### src/sv/tspwm_pkg.sv
`timescale 1ns / 1ps
package tspwm_pkg;

  localparam int PHASE_BITS_DEF     = 16;
  localparam int SINE_ADDR_BITS_DEF = 10;
  localparam int POT_BITS_DEF       = 12;

  localparam logic [16:0] STEP_Q16   = 17'd655;
  localparam logic [16:0] ONE_Q16    = 17'd65536;
  localparam logic [16:0] TORQUE_RST = 17'd32768;
  localparam logic [15:0] PERIOD_RST = 16'd1000;
  localparam logic [16:0] HALF_Q16   = 17'd32768;

  localparam logic [31:0] INV_TWO_PI_Q32 = 32'd683565276;
  localparam logic [31:0] SINE_SCALE     = 32'd32767;
  localparam logic [31:0] K1 = 32'd1686629714;
  localparam logic [31:0] K3 = 32'd693598669;
  localparam logic [31:0] K5 = 32'd85569306;
  localparam logic [31:0] K7 = 32'd5026992;
  localparam logic [31:0] K9 = 32'd172272;

  typedef enum logic [2:0] {
    EV_TICK, EV_SPEED_UP, EV_SPEED_DN, EV_REVERSE, EV_TORQUE_UP, EV_TORQUE_DN, EV_POT_TOGGLE
  } event_t;

  typedef enum logic [2:0] {A_POT, A_X, A_X2, A_T, A_SPEED} a_sel_t;

  typedef enum logic [2:0] {
    B_RECIP, B_X, B_K9, B_P, B_SCALE, B_TORQUE, B_PERIOD, B_INV
  } b_sel_t;

  typedef enum logic [3:0] {
    WB_NONE, WB_LATCH, WB_EVENT, WB_POT_Q, WB_POT_FIX, WB_ADDR, WB_X2, WB_POLY,
    WB_S, WB_U, WB_T, WB_DUTY, WB_ADV, WB_OUT
  } wb_t;

  typedef enum logic [1:0] {K_SEL1, K_SEL3, K_SEL5, K_SEL7} k_sel_t;

  typedef enum logic [2:0] {
    JC_NEXT, JC_WAIT_IN, JC_NOT_TICK, JC_NO_POT, JC_MORE_PH, JC_WAIT_OUT, JC_JUMP
  } jc_t;

  typedef enum logic [4:0] {
    ST_IDLE, ST_EVENT, ST_POT_MUL, ST_POT_Q, ST_POT_FIX, ST_ADDR, ST_SQ_MUL, ST_X2,
    ST_K9_MUL, ST_P7, ST_P5_MUL, ST_P5, ST_P3_MUL, ST_P3, ST_P1_MUL, ST_P1,
    ST_S_MUL, ST_S, ST_V_MUL, ST_U, ST_TQ_MUL, ST_T, ST_PER_MUL, ST_DUTY,
    ST_ADV_MUL, ST_ADV, ST_DONE
  } step_t;

  typedef struct packed {
    a_sel_t a;
    b_sel_t b;
    wb_t    wb;
    k_sel_t k;
    jc_t    jc;
    step_t  target;
  } uword_t;

  function automatic uword_t ucode(input step_t pc);
    uword_t w;
    w = '{a: A_X, b: B_X, wb: WB_NONE, k: K_SEL1, jc: JC_NEXT, target: ST_IDLE};
    unique case (pc)
      ST_IDLE: begin
        w.wb = WB_LATCH;
        w.jc = JC_WAIT_IN;
      end
      ST_EVENT: begin
        w.wb     = WB_EVENT;
        w.jc     = JC_NOT_TICK;
        w.target = ST_DONE;
      end
      ST_POT_MUL: begin
        w.a      = A_POT;
        w.b      = B_RECIP;
        w.jc     = JC_NO_POT;
        w.target = ST_ADDR;
      end
      ST_POT_Q:   w.wb = WB_POT_Q;
      ST_POT_FIX: w.wb = WB_POT_FIX;
      ST_ADDR:    w.wb = WB_ADDR;
      ST_SQ_MUL: begin
        w.a = A_X;
        w.b = B_X;
      end
      ST_X2:      w.wb = WB_X2;
      ST_K9_MUL: begin
        w.a = A_X2;
        w.b = B_K9;
      end
      ST_P7: begin
        w.wb = WB_POLY;
        w.k  = K_SEL7;
      end
      ST_P5_MUL: begin
        w.a = A_X2;
        w.b = B_P;
      end
      ST_P5: begin
        w.wb = WB_POLY;
        w.k  = K_SEL5;
      end
      ST_P3_MUL: begin
        w.a = A_X2;
        w.b = B_P;
      end
      ST_P3: begin
        w.wb = WB_POLY;
        w.k  = K_SEL3;
      end
      ST_P1_MUL: begin
        w.a = A_X2;
        w.b = B_P;
      end
      ST_P1: begin
        w.wb = WB_POLY;
        w.k  = K_SEL1;
      end
      ST_S_MUL: begin
        w.a = A_X;
        w.b = B_P;
      end
      ST_S:       w.wb = WB_S;
      ST_V_MUL: begin
        w.a = A_T;
        w.b = B_SCALE;
      end
      ST_U:       w.wb = WB_U;
      ST_TQ_MUL: begin
        w.a = A_T;
        w.b = B_TORQUE;
      end
      ST_T:       w.wb = WB_T;
      ST_PER_MUL: begin
        w.a = A_T;
        w.b = B_PERIOD;
      end
      ST_DUTY: begin
        w.wb     = WB_DUTY;
        w.jc     = JC_MORE_PH;
        w.target = ST_ADDR;
      end
      ST_ADV_MUL: begin
        w.a = A_SPEED;
        w.b = B_INV;
      end
      ST_ADV:     w.wb = WB_ADV;
      ST_DONE: begin
        w.wb     = WB_OUT;
        w.jc     = JC_WAIT_OUT;
        w.target = ST_IDLE;
      end
      default: begin
        w.jc     = JC_JUMP;
        w.target = ST_IDLE;
      end
    endcase
    return w;
  endfunction

endpackage

### src/sv/three_phase_sine_pwm_generator.sv
`timescale 1ns / 1ps
// One event is handled at a time: input is taken only in the idle step, and not again until
// its result has been registered for output. Non-tick events go straight to the output step.
// The tick time is set by the single shared 32x32 multiplier: 9 products per phase,
// each a multiply step and a writeback step, plus the pot and phase-advance products.
// Synchronous active-high reset: period 1000, torque one half; phase, speed, flags, duties zero.
module three_phase_sine_pwm_generator #(
  parameter int PHASE_BITS     = tspwm_pkg::PHASE_BITS_DEF,
  parameter int SINE_ADDR_BITS = tspwm_pkg::SINE_ADDR_BITS_DEF,
  parameter int POT_BITS       = tspwm_pkg::POT_BITS_DEF
) (
  input  logic        clk,
  input  logic        rst,
  input  logic        cfg_valid,
  output logic        cfg_ready,
  input  logic [15:0] cfg_data,    // pwm_period
  input  logic        s_tvalid,
  output logic        s_tready,
  input  logic [15:0] s_tdata,     // pot_sample[11:0]
  input  logic [2:0]  s_tuser,     // mode
  output logic        m_tvalid,
  input  logic        m_tready,
  output logic [87:0] m_tdata      // duty_a, duty_b, duty_c, speed_now, torque_now,
                                   // reversed, pot_active
);

  localparam int QB       = SINE_ADDR_BITS - 2;
  localparam int X_SH     = 30 - QB;
  localparam int SH       = 48 - PHASE_BITS;
  localparam int POT_FULL = (1 << POT_BITS) - 1;
  localparam int RECIP_SH = 16 + POT_BITS;
  localparam logic [63:0] POT_RECIP = (64'd1 << RECIP_SH) / 64'(POT_FULL);
  localparam logic [PHASE_BITS-1:0] OFF1 =
    PHASE_BITS'(((64'd1 << PHASE_BITS) + 64'd1) / 64'd3);
  localparam logic [PHASE_BITS-1:0] OFF2 =
    PHASE_BITS'(((64'd2 << PHASE_BITS) + 64'd1) / 64'd3);

  tspwm_pkg::step_t  pc, pc_next;
  tspwm_pkg::uword_t uw;
  tspwm_pkg::event_t mode_r;

  logic [POT_BITS-1:0]   pot_r;
  logic [63:0]           prod;
  logic [30:0]           x, x2;
  logic [31:0]           p, t;
  logic                  sgn;
  logic [16:0]           q;
  logic [1:0]            ph;
  logic [PHASE_BITS-1:0] phase_acc;
  logic [16:0]           speed_reg, torque_reg;
  logic                  reverse_flag, pot_flag;
  logic [15:0]           last_duties [3];
  logic [15:0]           pwm_period;

  logic                  in_fire, out_busy;
  logic [31:0]           mul_a, mul_b, k_val;
  logic [15:0]           pot_ext;
  logic [33:0]           pot_rem;
  logic [PHASE_BITS-1:0] off_sel, ph_val, delta;
  logic [SINE_ADDR_BITS-1:0] addr;
  logic [QB:0]           pos;
  logic [63:0]           v_rnd, adv_rnd;
  logic [14:0]           v;
  logic [16:0]           u;
  logic [17:0]           spd_up, trq_up;

  assign uw        = tspwm_pkg::ucode(pc);
  assign s_tready  = (pc == tspwm_pkg::ST_IDLE);
  assign in_fire   = s_tvalid & s_tready;
  assign out_busy  = m_tvalid & ~m_tready;
  assign cfg_ready = 1'b1;
  assign pot_ext   = 16'(s_tdata[11:0]);

  always_comb begin
    pc_next = tspwm_pkg::step_t'(pc + 5'd1);
    unique case (uw.jc)
      tspwm_pkg::JC_NEXT:     ;
      tspwm_pkg::JC_WAIT_IN:  if (!in_fire) pc_next = pc;
      tspwm_pkg::JC_NOT_TICK: if (mode_r != tspwm_pkg::EV_TICK) pc_next = uw.target;
      tspwm_pkg::JC_NO_POT:   if (!pot_flag) pc_next = uw.target;
      tspwm_pkg::JC_MORE_PH:  if (ph != 2'd2) pc_next = uw.target;
      tspwm_pkg::JC_WAIT_OUT: pc_next = out_busy ? pc : uw.target;
      tspwm_pkg::JC_JUMP:     pc_next = uw.target;
      default:                ;
    endcase
  end

  always_comb begin
    case (uw.a)
      tspwm_pkg::A_POT:   mul_a = 32'({pot_r, 16'd0});
      tspwm_pkg::A_X:     mul_a = 32'(x);
      tspwm_pkg::A_X2:    mul_a = 32'(x2);
      tspwm_pkg::A_T:     mul_a = t;
      tspwm_pkg::A_SPEED: mul_a = 32'(speed_reg);
      default:            mul_a = 32'(x);
    endcase
    case (uw.b)
      tspwm_pkg::B_RECIP:  mul_b = POT_RECIP[31:0];
      tspwm_pkg::B_X:      mul_b = 32'(x);
      tspwm_pkg::B_K9:     mul_b = tspwm_pkg::K9;
      tspwm_pkg::B_P:      mul_b = p;
      tspwm_pkg::B_SCALE:  mul_b = tspwm_pkg::SINE_SCALE;
      tspwm_pkg::B_TORQUE: mul_b = 32'(torque_reg);
      tspwm_pkg::B_PERIOD: mul_b = 32'(pwm_period);
      tspwm_pkg::B_INV:    mul_b = tspwm_pkg::INV_TWO_PI_Q32;
      default:             mul_b = 32'(x);
    endcase
    case (uw.k)
      tspwm_pkg::K_SEL1: k_val = tspwm_pkg::K1;
      tspwm_pkg::K_SEL3: k_val = tspwm_pkg::K3;
      tspwm_pkg::K_SEL5: k_val = tspwm_pkg::K5;
      default:           k_val = tspwm_pkg::K7;
    endcase
  end

  // pot speed: q from reciprocal multiply is low by at most one
  assign pot_rem = 34'({pot_r, 16'd0}) - (34'(q) << POT_BITS) + 34'(q);

  always_comb begin
    case (ph)
      2'd1:    off_sel = OFF1;
      2'd2:    off_sel = OFF2;
      default: off_sel = '0;
    endcase
  end
  assign ph_val = phase_acc + off_sel;

  if (PHASE_BITS >= SINE_ADDR_BITS) begin : g_addr_dn
    assign addr = ph_val[PHASE_BITS-1 -: SINE_ADDR_BITS];
  end else begin : g_addr_up
    assign addr = {ph_val, {(SINE_ADDR_BITS - PHASE_BITS){1'b0}}};
  end

  assign pos = addr[SINE_ADDR_BITS-2] ? ({1'b1, {QB{1'b0}}} - {1'b0, addr[QB-1:0]})
                                      : {1'b0, addr[QB-1:0]};

  assign v_rnd = prod + 64'd536870912;
  assign v     = (v_rnd[46:30] > 17'd32767) ? 15'h7fff : v_rnd[44:30];
  assign u     = sgn ? (tspwm_pkg::HALF_Q16 - 17'(v)) : (tspwm_pkg::HALF_Q16 + 17'(v));

  assign adv_rnd = prod + (64'd1 << (SH - 1));
  assign delta   = adv_rnd[SH +: PHASE_BITS];

  assign spd_up = 18'(speed_reg) + 18'(tspwm_pkg::STEP_Q16);
  assign trq_up = 18'(torque_reg) + 18'(tspwm_pkg::STEP_Q16);

  always_ff @(posedge clk) begin
    prod <= {32'd0, mul_a} * {32'd0, mul_b};
    if (rst) begin
      pc             <= tspwm_pkg::ST_IDLE;
      m_tvalid       <= 1'b0;
      phase_acc      <= '0;
      speed_reg      <= '0;
      torque_reg     <= tspwm_pkg::TORQUE_RST;
      reverse_flag   <= 1'b0;
      pot_flag       <= 1'b0;
      last_duties[0] <= '0;
      last_duties[1] <= '0;
      last_duties[2] <= '0;
      pwm_period     <= tspwm_pkg::PERIOD_RST;
      ph             <= '0;
    end else begin
      pc <= pc_next;
      if (cfg_valid) pwm_period <= cfg_data;
      if (m_tready && uw.wb != tspwm_pkg::WB_OUT) m_tvalid <= 1'b0;
      case (uw.wb)
        tspwm_pkg::WB_LATCH: begin
          if (in_fire) begin
            mode_r <= tspwm_pkg::event_t'(s_tuser);
            pot_r  <= pot_ext[POT_BITS-1:0];
          end
        end
        tspwm_pkg::WB_EVENT: begin
          ph <= '0;
          case (mode_r)
            tspwm_pkg::EV_SPEED_UP:
              speed_reg <= (spd_up > 18'(tspwm_pkg::ONE_Q16)) ? tspwm_pkg::ONE_Q16
                                                              : spd_up[16:0];
            tspwm_pkg::EV_SPEED_DN:
              speed_reg <= (speed_reg < tspwm_pkg::STEP_Q16) ? 17'd0
                                                             : speed_reg - tspwm_pkg::STEP_Q16;
            tspwm_pkg::EV_REVERSE: reverse_flag <= ~reverse_flag;
            tspwm_pkg::EV_TORQUE_UP:
              torque_reg <= (trq_up > 18'(tspwm_pkg::ONE_Q16)) ? tspwm_pkg::ONE_Q16
                                                               : trq_up[16:0];
            tspwm_pkg::EV_TORQUE_DN:
              torque_reg <= (torque_reg < tspwm_pkg::STEP_Q16) ? 17'd0
                                                               : torque_reg - tspwm_pkg::STEP_Q16;
            tspwm_pkg::EV_POT_TOGGLE: pot_flag <= ~pot_flag;
            default: ;
          endcase
        end
        tspwm_pkg::WB_POT_Q:   q <= prod[RECIP_SH +: 17];
        tspwm_pkg::WB_POT_FIX: speed_reg <= (pot_rem >= 34'(POT_FULL)) ? q + 17'd1 : q;
        tspwm_pkg::WB_ADDR: begin
          x   <= 31'({pos, {X_SH{1'b0}}});
          sgn <= addr[SINE_ADDR_BITS-1];
        end
        tspwm_pkg::WB_X2:   x2 <= prod[60:30];
        tspwm_pkg::WB_POLY: p <= k_val - prod[61:30];
        tspwm_pkg::WB_S:    t <= prod[61:30];
        tspwm_pkg::WB_U:    t <= 32'(u);
        tspwm_pkg::WB_T:    t <= prod[31:0];
        tspwm_pkg::WB_DUTY: begin
          last_duties[ph] <= prod[47:32];
          ph              <= ph + 2'd1;
        end
        tspwm_pkg::WB_ADV:
          phase_acc <= reverse_flag ? (phase_acc - delta) : (phase_acc + delta);
        tspwm_pkg::WB_OUT: begin
          if (!out_busy) begin
            m_tvalid <= 1'b1;
            m_tdata  <= {4'd0, pot_flag, reverse_flag, torque_reg, speed_reg,
                         last_duties[2], last_duties[1], last_duties[0]};
          end
        end
        default: ;
      endcase
    end
  end

endmodule

### config.mk
export PLATFORM = sky130hd
export DESIGN_NAME = three_phase_sine_pwm_generator
export DESIGN_NICKNAME = d
export VERILOG_FILES = /design/src/sv/tspwm_pkg.sv /design/src/sv/three_phase_sine_pwm_generator.sv
export SDC_FILE = /design/constraint.sdc
export NUM_CORES = 2
export LEC_CHECK = 0
export BUFFER_PORTS_ARGS = -buffer_cell sky130_fd_sc_hd__buf_2
export CORE_MARGIN = 2
export CORE_UTILIZATION = 60
export DETAILED_ROUTE_END_ITERATION = 8
export HOLD_SLACK_MARGIN = 0.08
export PLACE_DENSITY_LB_ADDON = 0.08
export SLEW_MARGIN = 10
export SYNTH_ARGS = -nofsm -noshare
export SYNTH_HDL_FRONTEND = slang
export SYNTH_SLANG_ARGS = --single-unit
### constraint.sdc
create_clock -name clk -period 16.4 [get_ports clk]
set_input_delay 3.28 -clock clk [delete_from_list [all_inputs] [get_ports clk]]
set_output_delay 3.28 -clock clk [all_outputs]
set_load 0.005 [all_outputs]
==> impl_results.md <==
- Status: complete, no violations
- Cts repair resizes: 0
- DR DRC count: 0
- Hold Startpoint: last_duties[1][7]
- WHS Endpoint: m_tdata[23]
- Synthesized area: 54210 um^2
- Post-DP HPWL: 130700 um
- Ys Warns: 0
- Hold_buf cts: 0
- Fillers: 7592
- Total die area: 92770 um^2
- Seq/Total Area, Yosys: 20.00%
- Hold Fails Final Rpt: 0
- Critical R2R Capture: prod[58]
- RSZ-0062 raised after global routing: false
- Num CTS Buffers: 42
- Antenna-violating nets left: 0
- Placed Instance Area: 55990 um^2
- Worst EP arrival: 12420 ps
- Longest Clk Path Bufs: 3
- H-tree levels: 2
- Post-synth EDFFs: 269
- WL/cell: 23.85 um
- Crit-path slowest cell: and2_1
- Worst Hold Path Cells: 0
- Avg Cell Area, Syn: 9.155 um^2
- Max reg flops: 84
- Ports: 131
- Top post-synthesis cells by area: fa_1 (33%), edfxtp_1 (15%), ha_1 (8.0%)
- Max-cap violations: 0
- Fmax: 84.10 MHz
- Setup CP Type: flop to flop
- Top cell family by delay on the critical path: adder cells
- Buffers & Inverters on Critical Path: 5
- Pins Over Slew Limit: 0
- Synth async-reset ratio: 0%
- DR pass1 iterations: 8
- Biggest cell delay along the critical path: 920 ps
- Data required time of the critical path: 16930 ps
- Origin of the critical flop-to-flop path: pc[0]
- GP Congestion: 0.9891
- Global-route wire length before repair: 260200 um
- Multi-input logic area: 38510 um^2
- Skew-Pair Late Insertion Delay: 610 ps
- Flops & latches, synth: 407
- Top-count cell post-synth: inv_1
- Final Critical Period: 11890 ps
- Routed wire length: 169100 um
- Area leader, netlist: fa_1
- Starting density of the core: 60.41%
- IO buf count: 121
- Routed vias/inst: 6.030
- Slew @ Worst Pin: 1298 ps
- Number of global-route vias before repair: 43010
- Worst rel slew slack: 13.25%
- Chip Width: 304.6 um
- DRT iter0 DRCs: 4247
- Fin crit share: 72.50%
- Synth cell count leaders: inv_1 (980), fa_1 (898), nand2_1 (806)
- Register Area: 10840 um^2
- Root Buffer Master: clkbuf_16
- CTS tree: yes
- Tot GR Track Use: 37.18%
- Share of cells above drive strength 1: 6.598%
- Worst setup SP type: flop
- Yosys cell types: 104
- HP Class: flop to flop
- Setup TNS: 0 ps
- Clock Skew: 24.57 ps
- Syn Inst Count: 5921
- Antenna violations before repair: 9
- Post-synth top area share: 33.16%
- Via count: 42760
- Biggest register: m_tdata
- Most used DFF post-synth: edfxtp_1
- TritonCTS Sinks: 407
- Site Rows: 110
- Layout Cell Area excl Fill: 57470 um^2
- CP Capture Type: flop
- Total core area: 89740 um^2
- Reg2Reg Depth: 32
- Die height: 304.6 um
- Final net count: 7161
- Clock Pin Slew Worst Setup and Hold Paths: 70 ps
- Top Registers: m_tdata: 84 flops, prod: 62 flops, last_duties: 48 flops
- Count of final setup violators: 0
- Post-CTS Setup Repair Bufs: 0
- Worst Path Max Fanout: 34
- R2R setup slack: 4510 ps
- Area grow syn2layout: 6.022%
- Grt total ovfl: 0
- Crit-path most repeated cell: fa_1
- Largest net degree at the start of global routing: 85
==> worst max path at each step <==
stage	cells after the start	slack [ps]	end	startpoint
2_1_floorplan	3	5910	m_tdata[0]	rst
3_3_place_gp	32	4960	prod[60]	pc[0]
3_5_place_dp	32	4900	prod[60]	pc[0]
4_1_cts	32	4840	prod[60]	pc[0]
5_1_grt	32	4220	prod[60]	pc[0]
6_report	32	4510	prod[58]	pc[0]
==> cell usage in the layout, fill, tap and decap left out, types with 19 or more instances in the layout <==
master	n
and3_1	71
or3_1	19
nand2_1	806
a21oi_1	190
ha_1	346
nand3_1	64
o21bai_1	20
nor2_1	646
edfxtp_1	269
dfxtp_1	138
nand2b_1	38
nand4_1	41
a221oi_1	24
o21ai_0	119
clkbuf_16	42
a31oi_1	22
buf_2	121
fa_1	898
xor2_1	59
xnor2_1	160
a22o_1	26
nor3_1	50
inv_1	980
nor2b_1	31
o21a_1	22
a22oi_1	57
and2_1	60
a211oi_1	34
a21o_1	70
buf_4	118
mux2i_1	28
==> cell type report <==
| cell class | count | area share, % |
|---|---|---|
| multi-input cells | 4206 | 67.00 |
| flip-flops and latches | 407 | 18.86 |
| inverters | 981 | 6.407 |
| repair buffers | 239 | 2.595 |
| well taps | 1176 | 2.560 |
| clock buffers | 52 | 1.946 |
| clock inverters | 26 | 0.6139 |
| diodes | 4 | 0.01742 |
==> worst reg2reg max path: cells and delay by family (launching register included) <==
| family | cells | cell delay (ps) |
|---|---|---|
| adders and majority gates | 10 | 5180 |
| xor gates and xnor gates | 1 | 150 |
| DFF | 1 | 350 |
| and+or+nand+nor | 9 | 3400 |
| AOI/OAI and AO/OA | 7 | 1790 |
| buffers and inverters | 5 | 950 |
==> metal layers <==
layer	track usage [%]	vias up	routed length (um)
li1	-	18760	-
met1	52.22	21650	68630
met2	57.45	1978	75790
met3	7.517	362	17310
met4	13.85	10	7324
met5	0	-	75
==> cells by family (layout without fill, tap and decap cells) <==
kind of cell | after synthesis | count (layout) | share of synthesized area (%)
mux | 30 | 30 | 0.5586
flops | 407 | 407 | 20.00
simple gates | 1936 | 1936 | 15.69
other cells | 2 | 14 | 0.01385
compound gates | 767 | 767 | 9.787
fa+ha+maj | 1244 | 1244 | 41.15
xor+xnor | 219 | 219 | 3.538
buf+inv | 1316 | 1298 | 9.267
==> metrics by stage <==
step	std cells	setup slack [ps]	hold WS (ps)	utilization (%)
final	7091	4510	411.9	64.05
after CTS	7087	4837	412.4	64.04
after detailed placement	7009	4896	405.4	62.40
after floorplan	5929	5915	400.3	-
after global placement	7009	4965	402.8	62.40
after global routing	7088	4215	426.2	64.04
Power is left out: the tool's default activity adds up to more than one toggle a clock period on the data nets, which glitch-free logic cannot reach.
